File: config.mk
export PLATFORM = sky130hd
export DESIGN_NAME = pwm_duty_average_mux_sweep
export DESIGN_NICKNAME = d
export VERILOG_FILES = /design/src/rtl/core/pdams_pkg.sv /design/src/rtl/core/pdams_div.sv /design/src/rtl/core/pwm_duty_average_mux_sweep.sv
export VERILOG_INCLUDE_DIRS = /design/src /design/src/rtl/core
export SDC_FILE = /design/constraint.sdc
export NUM_CORES = 1
export LEC_CHECK = 0
export BUFFER_PORTS_ARGS = -buffer_cell sky130_fd_sc_hd__buf_2
export CORE_MARGIN = 1.5
export CORE_UTILIZATION = 40
export CTS_CLUSTER_DIAMETER = 200
export DETAILED_ROUTE_END_ITERATION = 8
export PLACE_DENSITY_LB_ADDON = 0.3
export SKIP_LAST_GASP = 1
export SYNTH_ARGS = -nofsm -noshare
export SYNTH_HDL_FRONTEND = slang
export SYNTH_HIERARCHICAL = 1
export SYNTH_SLANG_ARGS = --single-unit
File: constraint.sdc
create_clock -name clk -period 8.33 [get_ports clk]
set_input_delay 0.4165 -clock clk [delete_from_list [all_inputs] [get_ports clk]]
set_output_delay 0.4165 -clock clk [all_outputs]
set_load 0.01 [all_outputs]
File: src/rtl/core/pwm_duty_average_mux_sweep_defines.svh
// assertion macros shared by the duty meter rtl
`ifndef PWM_DUTY_AVERAGE_MUX_SWEEP_DEFINES_SVH
`define PWM_DUTY_AVERAGE_MUX_SWEEP_DEFINES_SVH

// same-cycle implication, checked outside reset
`define PDAMS_ASSERT_IMPL(label, clk, rst_n, ante, cons) \
  label: assert property (@(posedge clk) disable iff (!rst_n) (ante) |-> (cons)) \
    else $error("pdams assertion failed");

// next-cycle implication, checked outside reset
`define PDAMS_ASSERT_NEXT(label, clk, rst_n, ante, cons) \
  label: assert property (@(posedge clk) disable iff (!rst_n) (ante) |=> (cons)) \
    else $error("pdams assertion failed");

`endif

File: src/rtl/core/pdams_pkg.sv
// types, constants and helpers of the pwm duty meter
`timescale 1ns / 1ps
`default_nettype none

package pdams_pkg;

  localparam int CFG_IDX_W  = 2;
  localparam int CFG_DATA_W = 7;

  localparam logic [CFG_IDX_W-1:0] REG_SAMPLES  = 2'd0;
  localparam logic [CFG_IDX_W-1:0] REG_CHANNELS = 2'd1;

  localparam logic [6:0] PERCENT_FULL   = 7'd100;
  localparam logic [6:0] SAMPLES_MAX    = 7'd64;
  localparam logic [6:0] SAMPLES_RESET  = 7'd10;
  localparam logic [6:0] COUNT_SAT      = 7'd127;
  localparam logic [4:0] CHANNELS_RESET = 5'd16;

  // high * 100 fits 39 bits; rounded sum fits 14 bits after the shift
  localparam int PROD_W = 39;
  localparam int AVG_W  = 14;
  localparam int REM_W  = 32;

  typedef enum logic [2:0] {
    ST_IDLE,
    ST_SDIV_GO,
    ST_SDIV_WAIT,
    ST_ACC,
    ST_ROUND,
    ST_ADIV_GO,
    ST_ADIV_WAIT,
    ST_EMIT
  } state_t;

  typedef struct packed {
    logic busy;
    logic done;
  } div_stat_t;

  function automatic logic [3:0] gray4(input logic [4:0] idx);
    gray4 = idx[3:0] ^ idx[4:1];
  endfunction

endpackage

`default_nettype wire

File: src/rtl/core/pdams_div.sv
// restoring serial divider, one quotient bit per cycle
`timescale 1ns / 1ps
`default_nettype none

module pdams_div #(
  parameter int DIVIDEND_W = 55,
  parameter int QUOT_W     = 23,
  parameter int STEP_W     = $clog2(DIVIDEND_W + 1)
) (
  input  wire logic                       clk,
  input  wire logic                       rst_n,
  input  wire logic                       start,
  input  wire logic [DIVIDEND_W-1:0]      dividend,
  input  wire logic [pdams_pkg::REM_W-1:0] divisor,
  input  wire logic [STEP_W-1:0]          steps,
  output logic      [QUOT_W-1:0]          quotient,
  output pdams_pkg::div_stat_t            stat
);
  import pdams_pkg::*;

  logic [DIVIDEND_W-1:0] dvd_r, dvd_nxt;
  logic [REM_W-1:0]      rem_r, rem_nxt;
  logic [REM_W-1:0]      dvs_r, dvs_nxt;
  logic [QUOT_W-1:0]     quo_r, quo_nxt;
  logic [STEP_W-1:0]     cnt_r, cnt_nxt;
  logic                  busy_r, busy_nxt;
  logic                  done_r, done_nxt;

  logic [REM_W:0] trial;
  logic [REM_W:0] diff;
  logic           fits;

  // shifted partial remainder against divisor, borrow tells the bit
  assign trial = {rem_r, dvd_r[DIVIDEND_W-1]};
  assign diff  = trial - {1'b0, dvs_r};
  assign fits  = ~diff[REM_W];

  always_comb begin
    dvd_nxt  = dvd_r;
    rem_nxt  = rem_r;
    dvs_nxt  = dvs_r;
    quo_nxt  = quo_r;
    cnt_nxt  = cnt_r;
    busy_nxt = busy_r;
    done_nxt = 1'b0;
    if (start) begin
      dvd_nxt  = dividend;
      rem_nxt  = '0;
      dvs_nxt  = divisor;
      quo_nxt  = '0;
      cnt_nxt  = steps;
      busy_nxt = 1'b1;
    end else if (busy_r) begin
      dvd_nxt = {dvd_r[DIVIDEND_W-2:0], 1'b0};
      rem_nxt = fits ? diff[REM_W-1:0] : trial[REM_W-1:0];
      quo_nxt = {quo_r[QUOT_W-2:0], fits};
      cnt_nxt = cnt_r - STEP_W'(1);
      if (cnt_r == STEP_W'(1)) begin
        busy_nxt = 1'b0;
        done_nxt = 1'b1;
      end
    end
  end

  always_ff @(posedge clk) begin
    if (!rst_n) begin
      busy_r <= 1'b0;
      done_r <= 1'b0;
    end else begin
      busy_r <= busy_nxt;
      done_r <= done_nxt;
    end
    dvd_r <= dvd_nxt;
    rem_r <= rem_nxt;
    dvs_r <= dvs_nxt;
    quo_r <= quo_nxt;
    cnt_r <= cnt_nxt;
  end

  assign quotient  = quo_r;
  assign stat.busy = busy_r;
  assign stat.done = done_r;

endmodule

`default_nettype wire

File: src/rtl/core/pwm_duty_average_mux_sweep.sv
// pwm duty meter: averages captured duty per mux channel over a gray-coded sweep
// restart, zero-period or post-sweep captures start no division, nor does a saturated sample
// a divided sample is the bit-serial division of high*100*2^F by the period
//   in the shared divider, before the sample is accumulated
// a channel-closing capture adds the rounding step, the average division and any wait for the output register
// reset: sync active-low rst_n clears the control state and loads the register defaults
`timescale 1ns / 1ps
`default_nettype none
`include "pwm_duty_average_mux_sweep_defines.svh"

module pwm_duty_average_mux_sweep #(
  parameter int MAX_CHANNELS  = 16,
  parameter int FRACTION_BITS = 16
) (
  input  wire logic                            clk,
  input  wire logic                            rst_n,
  // capture channel
  input  wire logic                            in_valid,
  output logic                                 in_stall,
  input  wire logic                            in_action,
  input  wire logic [31:0]                     in_period_count,
  input  wire logic [31:0]                     in_high_count,
  // result channel
  output logic                                 out_valid,
  input  wire logic                            out_stall,
  output logic [3:0]                           out_channel_code,
  output logic [6:0]                           out_duty_percent,
  output logic [3:0]                           out_next_mux_select,
  output logic                                 out_sweep_done,
  // register writes
  input  wire logic                            cfg_valid,
  output logic                                 cfg_ready,
  input  wire logic [pdams_pkg::CFG_IDX_W-1:0] cfg_index,
  input  wire logic [pdams_pkg::CFG_DATA_W-1:0] cfg_data
);
  import pdams_pkg::*;

  localparam int QUOT_W = 7 + FRACTION_BITS;        // q7.f sample
  localparam int DIV_W  = PROD_W + FRACTION_BITS;   // dividend of the sample division
  localparam int ACC_W  = 13 + FRACTION_BITS;       // sum of up to 64 samples
  localparam int RND_W  = ACC_W + 1;                // sum plus rounding half
  localparam int STEP_W = $clog2(DIV_W + 1);

  localparam logic [QUOT_W-1:0] SAMPLE_FULL = {PERCENT_FULL, {FRACTION_BITS{1'b0}}};
  localparam logic [4:0]        CHAN_LIMIT  = 5'(MAX_CHANNELS);

  // configuration registers
  logic [6:0] cfg_samples_r;
  logic [4:0] cfg_channels_r;

  // sweep state
  state_t            state_r, state_nxt;
  logic [4:0]        chan_r, chan_nxt;
  logic [6:0]        cnt_r, cnt_nxt;
  logic [ACC_W-1:0]  acc_r, acc_nxt;
  logic              fin_r, fin_nxt;

  // working registers of the current capture
  logic [31:0]       period_r, period_nxt;
  logic [PROD_W-1:0] prod_r, prod_nxt;
  logic [QUOT_W-1:0] sample_r, sample_nxt;
  logic [RND_W-1:0]  rnd_r, rnd_nxt;

  // output register
  logic              out_valid_r, out_valid_nxt;
  logic [3:0]        out_code_r, out_code_nxt;
  logic [6:0]        out_pct_r, out_pct_nxt;
  logic [3:0]        out_mux_r, out_mux_nxt;
  logic              out_done_r, out_done_nxt;

  // divider hookup
  logic              div_start;
  logic [DIV_W-1:0]  div_dividend;
  logic [31:0]       div_divisor;
  logic [STEP_W-1:0] div_steps;
  logic [QUOT_W-1:0] div_quo;
  div_stat_t         div_stat;

  logic       in_acc;
  logic       capture_ok;
  logic       saturate;
  logic       out_free;
  logic [6:0] n_eff;
  logic [4:0] chans_eff;
  logic [6:0] cnt_inc;
  logic       last_chan;
  logic [6:0] pct;

  // effective register values, out-of-range counts clamp
  always_comb begin
    if (cfg_samples_r == 7'd0) begin
      n_eff = 7'd1;
    end else if (cfg_samples_r > SAMPLES_MAX) begin
      n_eff = SAMPLES_MAX;
    end else begin
      n_eff = cfg_samples_r;
    end
    if (cfg_channels_r == 5'd0) begin
      chans_eff = 5'd1;
    end else if (cfg_channels_r > CHAN_LIMIT) begin
      chans_eff = CHAN_LIMIT;
    end else begin
      chans_eff = cfg_channels_r;
    end
  end

  assign in_acc     = in_valid && !in_stall;
  assign capture_ok = !in_action && !fin_r && (in_period_count != 32'd0);
  assign saturate   = in_high_count >= in_period_count;
  assign out_free   = !out_valid_r || !out_stall;
  assign cnt_inc    = (cnt_r < COUNT_SAT) ? cnt_r + 7'd1 : cnt_r;
  assign last_chan  = ({1'b0, chan_r} + 6'd1) >= {1'b0, chans_eff};
  // average quotient never exceeds 100 in range, clamp anyway
  assign pct        = (div_quo > QUOT_W'(PERCENT_FULL)) ? PERCENT_FULL : div_quo[6:0];

  // next state
  always_comb begin
    state_nxt = state_r;
    case (state_r)
      ST_IDLE: begin
        if (in_acc && capture_ok) begin
          state_nxt = saturate ? ST_ACC : ST_SDIV_GO;
        end
      end
      ST_SDIV_GO:   state_nxt = ST_SDIV_WAIT;
      ST_SDIV_WAIT: if (div_stat.done) state_nxt = ST_ACC;
      ST_ACC:       state_nxt = (cnt_inc < n_eff) ? ST_IDLE : ST_ROUND;
      ST_ROUND:     state_nxt = ST_ADIV_GO;
      ST_ADIV_GO:   state_nxt = ST_ADIV_WAIT;
      ST_ADIV_WAIT: if (div_stat.done) state_nxt = ST_EMIT;
      ST_EMIT:      if (out_free) state_nxt = ST_IDLE;
      default:      state_nxt = ST_IDLE;
    endcase
  end

  // control outputs: stall and divider operand selection
  always_comb begin
    in_stall     = 1'b1;
    div_start    = 1'b0;
    div_dividend = {prod_r, {FRACTION_BITS{1'b0}}};
    div_divisor  = period_r;
    div_steps    = STEP_W'(DIV_W);
    case (state_r)
      ST_IDLE:    in_stall = 1'b0;
      ST_SDIV_GO: div_start = 1'b1;
      ST_ADIV_GO: begin
        // rounded sum over 2^f, left-aligned so only its bits are walked
        div_start    = 1'b1;
        div_dividend = {rnd_r[RND_W-1:FRACTION_BITS], {(DIV_W - AVG_W){1'b0}}};
        div_divisor  = {25'd0, n_eff};
        div_steps    = STEP_W'(AVG_W);
      end
      default: begin
        in_stall = 1'b1;
      end
    endcase
  end

  // datapath next values
  always_comb begin
    chan_nxt      = chan_r;
    cnt_nxt       = cnt_r;
    acc_nxt       = acc_r;
    fin_nxt       = fin_r;
    period_nxt    = period_r;
    prod_nxt      = prod_r;
    sample_nxt    = sample_r;
    rnd_nxt       = rnd_r;
    out_code_nxt  = out_code_r;
    out_pct_nxt   = out_pct_r;
    out_mux_nxt   = out_mux_r;
    out_done_nxt  = out_done_r;
    out_valid_nxt = out_valid_r && out_stall;
    case (state_r)
      ST_IDLE: begin
        if (in_acc) begin
          if (in_action) begin
            // restart the sweep, registers keep their values
            chan_nxt = '0;
            cnt_nxt  = '0;
            acc_nxt  = '0;
            fin_nxt  = 1'b0;
          end else if (capture_ok) begin
            period_nxt = in_period_count;
            prod_nxt   = PROD_W'(in_high_count) * PROD_W'(PERCENT_FULL);
            sample_nxt = SAMPLE_FULL;
          end
        end
      end
      ST_SDIV_WAIT: begin
        if (div_stat.done) sample_nxt = div_quo;
      end
      ST_ACC: begin
        acc_nxt = acc_r + ACC_W'(sample_r);
        cnt_nxt = cnt_inc;
      end
      ST_ROUND: begin
        rnd_nxt = RND_W'(acc_r) + (RND_W'(n_eff) << (FRACTION_BITS - 1));
      end
      ST_EMIT: begin
        if (out_free) begin
          out_valid_nxt = 1'b1;
          out_code_nxt  = gray4(chan_r);
          out_pct_nxt   = pct;
          cnt_nxt       = '0;
          acc_nxt       = '0;
          if (last_chan) begin
            // select pins stay on the last channel
            fin_nxt      = 1'b1;
            out_mux_nxt  = gray4(chan_r);
            out_done_nxt = 1'b1;
          end else begin
            chan_nxt     = chan_r + 5'd1;
            out_mux_nxt  = gray4(chan_r + 5'd1);
            out_done_nxt = 1'b0;
          end
        end
      end
      default: begin
        out_valid_nxt = out_valid_r && out_stall;
      end
    endcase
  end

  always_ff @(posedge clk) begin
    if (!rst_n) begin
      state_r        <= ST_IDLE;
      chan_r         <= '0;
      cnt_r          <= '0;
      acc_r          <= '0;
      fin_r          <= 1'b0;
      out_valid_r    <= 1'b0;
      cfg_samples_r  <= SAMPLES_RESET;
      cfg_channels_r <= CHANNELS_RESET;
    end else begin
      state_r     <= state_nxt;
      chan_r      <= chan_nxt;
      cnt_r       <= cnt_nxt;
      acc_r       <= acc_nxt;
      fin_r       <= fin_nxt;
      out_valid_r <= out_valid_nxt;
      if (cfg_valid && cfg_ready) begin
        case (cfg_index)
          REG_SAMPLES:  cfg_samples_r  <= cfg_data[6:0];
          REG_CHANNELS: cfg_channels_r <= cfg_data[4:0];
          default: begin
            cfg_samples_r <= cfg_samples_r;
          end
        endcase
      end
    end
    period_r   <= period_nxt;
    prod_r     <= prod_nxt;
    sample_r   <= sample_nxt;
    rnd_r      <= rnd_nxt;
    out_code_r <= out_code_nxt;
    out_pct_r  <= out_pct_nxt;
    out_mux_r  <= out_mux_nxt;
    out_done_r <= out_done_nxt;
  end

  // shared serial divider: sample division, then average division
  pdams_div #(
    .DIVIDEND_W(DIV_W),
    .QUOT_W    (QUOT_W),
    .STEP_W    (STEP_W)
  ) u_div (
    .clk     (clk),
    .rst_n   (rst_n),
    .start   (div_start),
    .dividend(div_dividend),
    .divisor (div_divisor),
    .steps   (div_steps),
    .quotient(div_quo),
    .stat    (div_stat)
  );

  assign cfg_ready           = 1'b1;
  assign out_valid           = out_valid_r;
  assign out_channel_code    = out_code_r;
  assign out_duty_percent    = out_pct_r;
  assign out_next_mux_select = out_mux_r;
  assign out_sweep_done      = out_done_r;

  // a new result only comes out of the emit step
  `PDAMS_ASSERT_IMPL(a_out_from_emit, clk, rst_n, $rose(out_valid_r), $past(state_r == ST_EMIT))
  // divider finishes only while the sequencer waits for it
  `PDAMS_ASSERT_IMPL(a_done_in_wait, clk, rst_n, div_stat.done, (state_r == ST_SDIV_WAIT) || (state_r == ST_ADIV_WAIT))
  // divider is never restarted mid-division
  `PDAMS_ASSERT_IMPL(a_start_idle_div, clk, rst_n, div_start, !div_stat.busy)
  // per-channel sample count never runs past the largest average
  `PDAMS_ASSERT_NEXT(a_count_bound, clk, rst_n, state_r == ST_ACC, cnt_r <= SAMPLES_MAX)

endmodule

`default_nettype wire
## After elaboration in Yosys (flattened, before gate mapping)

Index checks and enable logic that the tools add are counted.

| word-level totals | value |
|---|---|
| register bits | 346 |
| bits in latches | 0 |
| RAM bits | 0 |
| bits in read-only memories | 0 |
| input port bits | 79 |
| output and inout bits | 19 |
| memories | 0 |

| operators by class | value |
|---|---|
| $add $sub $neg | 7 |
| multiply operators | 1 |
| div/mod/pow operators | 0 |
| $lt $le $gt $ge | 7 |
| equal/unequal tests | 19 |
| shift operators | 0 |
| mux-type cells | 53 |
| bitwise operators | 6 |
| reduce and logical (&&, ||, !) cells | 30 |

Operator list:

| operator | number |
|---|---|
| 55-bit two-way mux | 3 |
| 23-bit two-way mux | 4 |
| 29-bit two-way mux | 3 |
| 29-bit one-hot mux with 3 select lines | 1 |
| 7-bit two-way mux | 7 |
| 23-bit one-hot mux with 2 select lines | 1 |
| 32-bit by 5-bit multiplier with 37-bit output, second input constant | 1 |
| 33-bit by 32-bit subtractor with 33-bit output | 1 |
| 32-bit greater-or-equal comparator | 1 |
| 32-bit two-way mux | 1 |
| 32-bit nonzero test | 1 |
| 29-bit by 22-bit adder with 30-bit output | 1 |
| 5-bit two-way mux | 6 |
| 29-bit by 23-bit adder with 29-bit output | 1 |
| 3-bit one-hot mux with 8 select lines | 1 |
| 23-bit by 7-bit > comparator with 1-bit output, second input constant | 1 |
| 7-bit one-hot mux with 3 select lines | 1 |
| 6-bit two-way mux | 3 |
| 3-bit two-way mux | 5 |
| 5-bit AND reduction | 3 |
| 2-bit inequality test, second input constant | 7 |
| 1-bit two-way mux | 13 |
| 3-bit == test, second input constant | 4 |
| 4-bit AND reduction | 3 |
| other kinds (32) | 50 |

## Logic depth before layout (Yosys ltp)

Gate-level depths: netlist of the first run.

| depth | value |
|---|---|
| word-level depth | 7 |
| depth in mapped cells | 16 |

## By module

Netlist of the first run, hierarchy kept.

Modules (own cells, without submodules):

| module | times used | cells each | area an instance (µm²) | sequential area each (µm²) |
|---|---|---|---|---|
| pwm_duty_average_mux_sweep | 1 | 1355 | 12979.9 | 4824.6 |
| pdams_div | 1 | 701 | 7826.3 | 3933.8 |

## Least setup slack after synthesis of the first run

OpenSTA, ideal clock, no wires.

| timing path | value |
|---|---|
| path kind | reg-to-reg |
| start point | register state_r[0] |
| end point | register u_div.cnt_r[0] (enable) |
| setup time | 415 ps |
| data arrival time | 3850 ps |
| required time | 7915 ps |
| slack | 4065 ps |
| cell stages (with the launch flop) | 7 |
| path buffers | 3 |
| clock period less this slack | 4265 ps |
| cell sequence | dfxtp_1 > buf_2 > nor2b_1 > clkbuf_1 > clkbuf_1 > nor2_1 > inv_1 |

| between the ends | value |
|---|---|
| word-level cells in the longest chain between the ends | 4 |
| elaborated cells between the ends (all ways) | 5 |
| classes of those cells | 2 x eq/ne; 1 x mux; 2 x reduce/logical |

Ends and longest elaborated chain:

| element | line | source |
|---|---|---|
| start, declared | pwm_duty_average_mux_sweep.sv:52 | `state_t state_r, state_nxt;` |
| start signal, assigned | pwm_duty_average_mux_sweep.sv:236 | `state_r <= state_nxt;` |
| 3-bit == test / 3-bit by 1-bit == test with 1-bit output (equally long branches) | pwm_duty_average_mux_sweep.sv:143 | `case (state_r)` |
| 2-bit OR reduction (no line) * | - |  |
| 1-bit two-way mux * | pwm_duty_average_mux_sweep.sv:143 |  |
| via div_start | pwm_duty_average_mux_sweep.sv:72 | `logic div_start;` |
| 2-bit nonzero test (no line) * | - |  |
| end signal, assigned | pdams_div.sv:77 | `cnt_r <= cnt_nxt;` |
| end, declared | pdams_div.sv:25 | `logic [STEP_W-1:0] cnt_r, cnt_nxt;` |

Mark *: on every way through the listed nets, which the timed path passes. The rest lies on a longest branch.
A chain may end at the register's enable or synchronous reset.

## Final worst setup path of the first run

| timing path | value |
|---|---|
| start point | input port in_high_count[6] |
| end point | register prod_r[35], data pin |

| between the ends | value |
|---|---|
| word-level cells in the longest chain between the ends | 1 |

Ends and longest elaborated chain:

| element | line | source |
|---|---|---|
| start, declared | pwm_duty_average_mux_sweep.sv:22 | `input wire logic [31:0] in_high_count,` |
| 32-bit by 5-bit multiplier with 37-bit output | pwm_duty_average_mux_sweep.sv:185 | `prod_nxt = PROD_W'(in_high_count) * PROD_W'(PERCENT_FULL);` |
| end signal, assigned | pwm_duty_average_mux_sweep.sv:253 | `prod_r <= prod_nxt;` |
| end, declared | pwm_duty_average_mux_sweep.sv:60 | `logic [PROD_W-1:0] prod_r, prod_nxt;` |

No other way between the ends.

==> results of run 1 <==
layer usage:
metal  wire length [microns]  part of all wire
met5                      31           0.00067
met4                    1390             0.030
met3                    2080             0.045
met2                   22000              0.47
met1                   20900              0.45
final cells by class:
| class | instances | area [sq um] | share of cell area |
|---|---|---|---|
| diodes | 1 | 2.50 | 0.000108 |
| clock buffers | 48 | 1020 | 0.0439 |
| clock inverters | 14 | 138 | 0.00593 |
| inverters | 209 | 785 | 0.0338 |
| multi-input cells | 1467 | 11100 | 0.476 |
| flip-flops and latches | 330 | 8760 | 0.378 |
| well taps | 680 | 851 | 0.0367 |
| repair buffers | 109 | 591 | 0.0255 |
cells in the final DEF (no fill, tap or decap), types with 46 or more instances in the layout:
cell / n
edfxtp_1: 215
nand2_1: 159
o21ai_0: 77
ha_1: 211
inv_1: 207
nor2b_1: 47
xnor2_1: 63
buf_2: 96
mux2_2: 54
and2_1: 89
mux2i_1: 55
a21oi_1: 107
nor2_1: 119
dfxtp_1: 114
a21o_1: 46
report_power, final:
part / switching, W / internal, W
sequential: 0.0000944 / 0.00194
clock: 0.000651 / 0.000922
combinational: 0.00100 / 0.000761
total: 0.00175 / 0.00362
registers in the layout (all words and copies together) (netlist names), 7 cells and up:
name	flops
sample_r	23
period_r	32
cnt_r	7
u_div/rem_r	32
rnd_r	14
cfg_samples_r	7
out_duty_percent	7
u_div/dvs_r	32
u_div/quotient	23
prod_r	37
acc_r	29
u_div/dvd_r	55
how the worst max path moves through the flow:
stage | startpoint | end | slack [ns]
detailed placement | in_high_count[6] | prod_r[35]$_DFFE_PP_ | 4.00
finish | in_high_count[6] | prod_r[35]$_DFFE_PP_ | 4.50
global placement | in_high_count[6] | prod_r[35]$_DFFE_PP_ | 4.07
floorplan | state_r[0]$_SDFFE_PN0P_ | u_div/cnt_r[0]$_DFFE_PP_ | 4.06
CTS | in_high_count[6] | prod_r[35]$_DFFE_PP_ | 4.55
global route | in_high_count[14] | prod_r[35]$_DFFE_PP_ | 4.32
stage by stage:
step / instance area (sq um) / std cells / hold WS, ns / utilization
2_1_floorplan: 20900 / 2074 / 0.432 / -
3_3_place_gp: 22000 / 2795 / 0.448 / 0.430
3_5_place_dp: 22000 / 2795 / 0.453 / 0.430
4_1_cts: 23200 / 2857 / 0.0984 / 0.452
5_1_grt: 23200 / 2858 / 0.104 / 0.452
6_report: 23200 / 2858 / 0.113 / 0.452
==> results.sh, run 1 <==
export IMPL_outcome="finished clean"
export IMPL_ant_nets=0
export IMPL_dr_pass1_iters=5
export IMPL_synthCells=2055
export IMPL_crit_path_max_fanout=5
export IMPL_antenna_found_initial=3
export IMPL_ir_worst_vdd_uv=134
export IMPL_grt_pass1_wl_microns=75100
export IMPL_path_common_cell="ha_1"
export IMPL_yosys_warnings=6
export IMPL_fin_ws_ns=4.50
export IMPL_cts_buffers=36
export IMPL_busiest_layer="met2"
export IMPL_wl_per_cell_microns=16.3
export IMPL_rrSetupSlack_ns=4.79
export IMPL_netlist_area_sq_mm=0.0208
export IMPL_hold_buffers=0
export IMPL_r2r_start="u_div/dvd_r[54]$_DFFE_PP_"
export IMPL_area_growth_pct=11.5
export IMPL_final_period_utilization=0.460
export IMPL_vias=14900
export IMPL_nets=2473
export IMPL_tns_ns=0
export IMPL_cpPeakStageDelay_ns=0.54
export IMPL_row_count=83
export IMPL_rsz0062_at_grt="false"
export IMPL_r2r_end="u_div/rem_r[12]$_SDFFE_PP0P_"
export IMPL_ctsResizeCount=0
export IMPL_timing_fmax_mhz=261
export IMPL_drv_cap=0
export IMPL_hold_viol=0
export IMPL_layout_drive_gt1_share=0.116
export IMPL_min_period_ns=3.83
export IMPL_grt_overflow=0
export IMPL_setup_worst_path_end_class="flip-flop"
export IMPL_power_per_cell_area_mw_per_mm2=232
export IMPL_drt_iter0_markers=814
export IMPL_cts_num_sinks=330
export IMPL_io_pins=98
export IMPL_hp_start="in_period_count[15]"
export IMPL_cpMaxStageDelayCell="o21ai_0"
export IMPL_h_tree_depth=2
export IMPL_fin_skew_ns=0.0205
export IMPL_numPortBuffers=96
export IMPL_cts_tree="yes"
export IMPL_arrival_ns=4.09
export IMPL_die_x_microns=231
export IMPL_met3_usage=0.0262
export IMPL_grt_use_total=0.174
export IMPL_holdCritPathClass="in2reg"
export IMPL_tightest_slew_ns=1.11
export IMPL_min_to="period_r[15]$_DFFE_PP_"
export IMPL_r2r_cells=12
export IMPL_pre_cts_slack_ns=4.00
export IMPL_fp_dieArea_sq_mm=0.0534
export IMPL_cts_reportedPaths_clkPinSlew_ns=0.06
export IMPL_p_total_w=0.00537
export IMPL_grt_util_met2=0.293
export IMPL_use_met1=0.227
export IMPL_cp_top_family="compound AO/OA/AOI/OAI gates"
export IMPL_drc=0
export IMPL_whs_path_depth=1
export IMPL_cp_start_kind="input pin"
export IMPL_crit_type="in2reg"
export IMPL_slew_headroom=0.255
export IMPL_first_global_vias=14700
export IMPL_setup_viol=0
export IMPL_dpl_hpwl_microns=34800
export IMPL_maxSlewViolCount=0
export IMPL_path_buf_inv=3
export IMPL_gp_congestion=0.894
export IMPL_path_cells="buf_2 -> ha_1 -> ha_1 -> inv_1 -> fa_1 -> inv_1 -> ha_1 -> and3_1 -> and3_1 -> o21ai_0 -> a21oi_1 -> o21ai_0 -> a311oi_1 -> a22oi_1 -> mux2i_1 -> o221ai_1"
export IMPL_viasPerCell=5.21
export IMPL_grt_max_degree=159
export IMPL_initial_utilization=0.405
export IMPL_core_area_sq_mm=0.0513
export IMPL_post_cts_buffers=0
export IMPL_cts_path_max_buffers=3
export IMPL_die_y_microns=231
export IMPL_cts_root_buf="clkbuf_16"
export IMPL_worstSkewPairLatency_ns=0.53
export IMPL_avgSynthCellArea_sq_um=10.1
export IMPL_required_ns=8.59
export IMPL_path_depth=16
export IMPL_wl_microns=46500
export IMPL_leakagePower_nw=9.95
export IMPL_fillCellCount=4867
Note: power is estimated with default switching activity, not from simulation.
==> run 2: changes to the inputs <==
==> constraint.sdc (replaced) <==
create_clock -name clk -period 3.3 [get_ports clk]
set_input_delay 0.165 -clock clk [delete_from_list [all_inputs] [get_ports clk]]
set_output_delay 0.165 -clock clk [all_outputs]
set_load 0.01 [all_outputs]
==> results.sh, run 2 (synthesis results as in run 1) <==
export IMPL_initial_utilization=0.405
export IMPL_top_regs="u_div/dvd_r x55, prod_r x37"
export IMPL_fin_skew_ns=0.0175
export IMPL_outcome="finished clean"
export IMPL_worstSkewPairLatency_ns=0.53
export IMPL_ant_nets=0
export IMPL_drc=0
export IMPL_row_count=83
export IMPL_dr_pass1_iters=5
export IMPL_setup_worst_path_end_class="flip-flop"
export IMPL_grt_pass1_wl_microns=78500
export IMPL_tightest_slew_ns=1.08
export IMPL_cts_root_buf="clkbuf_16"
export IMPL_wl_microns=47700
export IMPL_use_met1=0.236
export IMPL_viasPerCell=5.15
export IMPL_vias=15400
export IMPL_gp_congestion=0.907
export IMPL_required_ns=3.56
export IMPL_min_period_ns=3.14
export IMPL_grt_util_met2=0.301
export IMPL_dpl_hpwl_microns=35900
export IMPL_crit_type="in2reg"
export IMPL_cts_buffers=36
export IMPL_cts_tree="yes"
export IMPL_drt_iter0_markers=809
export IMPL_timing_fmax_mhz=318
export IMPL_mostFrequentLayoutCell="edfxtp_1"
export IMPL_stdcell_count=3000
export IMPL_antenna_found_initial=2
export IMPL_h_tree_depth=2
export IMPL_busiest_layer="met2"
export IMPL_final_period_utilization=0.952
export IMPL_setup_viol=0
export IMPL_cts_reportedPaths_clkPinSlew_ns=0.06
export IMPL_post_cts_buffers=0
export IMPL_nets=2611
export IMPL_grt_use_total=0.180
export IMPL_io_pins=98
export IMPL_area_growth_pct=18.1
export IMPL_post_place_cells=2890
export IMPL_grt_max_degree=70
export IMPL_core_area_sq_mm=0.0513
export IMPL_rsz0062_at_grt="false"
export IMPL_arrival_ns=3.40
export IMPL_maxSlewViolCount=0
export IMPL_drv_cap=0
export IMPL_holdCritPathClass="in2reg"
export IMPL_cts_num_sinks=330
export IMPL_numPortBuffers=96
export IMPL_power_per_cell_area_mw_per_mm2=588
export IMPL_crit_path_max_fanout=3
export IMPL_slew_headroom=0.276
export IMPL_ir_worst_vdd_uv=281
export IMPL_cts_path_max_buffers=3
export IMPL_top_register="u_div/dvd_r"
export IMPL_fp_dieArea_sq_mm=0.0534
export IMPL_largest_register_ffs=55
export IMPL_met3_usage=0.0210
export IMPL_hold_viol=0
export IMPL_wl_per_cell_microns=15.9
export IMPL_layout_drive_gt1_share=0.155
export IMPL_first_global_vias=15400
export IMPL_layout_common_cells="edfxtp_1, ha_1, inv_1"
export IMPL_grt_overflow=0
export IMPL_post_route_util=0.479
export IMPL_leakagePower_nw=10.7
export IMPL_die_y_microns=231
export IMPL_die_x_microns=231
export IMPL_cp_start_kind="input pin"
-- run 2: cell count changes in the layout (fill, tap and decap cells not counted), moves of 3 or more --
| cell | before | now |
|---|---|---|
| buf_4 | 12 | 103 |
| dlygate4sd3_1 | 0 | 43 |
| clkbuf_1 | 6 | 0 |
| bufinv_16 | 2 | 7 |
| buf_12 | 1 | 5 |
| clkbuf_8 | 5 | 2 |
| clkinv_1 | 2 | 5 |
| inv_6 | 1 | 4 |
-- run 2: stage by stage --
step | power [W] | area [sq um] | hold slack, ns | TNS (ns) | setup slack [ns]
CTS | 0.0146 | 24600 | 0.0440 | 0 | 0.105
global route | 0.0154 | 24600 | 0.0633 | 0 | 0.00417
floorplan | 0.00883 | 20900 | 0.264 | 0 | 0.00843
finish | 0.0144 | 24600 | 0.0681 | 0 | 0.158
global placement | 0.0100 | 22800 | 0.378 | -3.22 | -0.408
detailed placement | 0.0101 | 22800 | 0.377 | -3.73 | -0.448
-- run 2: metal layers --
layer | vias to the layer above | share of wire
met2 | 286 | 0.47
li1 | 7731 | -
met4 | 2 | 0.043
met3 | 114 | 0.035
met5 | - | 0.00021
met1 | 7302 | 0.45
-- run 2: power by group --
group / internal (W) / leakage, nW / switching [W]
Clock: 0.00266 / 0.626 / 0.00172
Sequential: 0.00490 / 2.96 / 0.000238
Combinational: 0.00232 / 7.08 / 0.00262
-- run 2: worst paths after layout --
kind	start	endpoint	slack, ns	cells after the start
max	in_high_count[6]	prod_r[35]$_DFFE_PP_	0.16	17
min	in_high_count[3]	prod_r[5]$_DFFE_PP_	0.07	3
max reg2reg	u_div/dvd_r[54]$_DFFE_PP_	u_div/rem_r[19]$_SDFFE_PP0P_	0.24	12
min reg2reg	acc_r[7]$_SDFFE_PN0P_	acc_r[7]$_SDFFE_PN0P_	0.47	2
-- run 2: area by class of cell --
type | instances | area [sq um]
Sequential cell | 330 | 8760
Multi-Input combinational cell | 1467 | 11100
Timing Repair Buffer | 247 | 1780
Inverter | 209 | 788
Clock inverter | 27 | 338
Fill cell | 4758 | 26700
Tap cell | 680 | 851
Clock buffer | 39 | 953
Antenna cell | 1 | 2.50
-- run 2: timing repair --
action,CTS,global route
hold buffers,43,0
setup endpoints to repair,0,2
gates resized for setup,0,3
endpoints found under the hold margin,48,0
-- run 2: worst max-delay path: stages --
cell	delay, ns
buf_2	0.12
ha_1	0.29
ha_1	0.28
inv_1	0.05
fa_1	0.50
inv_1	0.04
ha_1	0.31
and3_1	0.19
and3_1	0.19
o21ai_0	0.14
a21oi_2	0.14
o21ai_2	0.18
a311oi_1	0.11
buf_4	0.16
a22oi_1	0.17
mux2i_1	0.22
o221ai_1	0.14
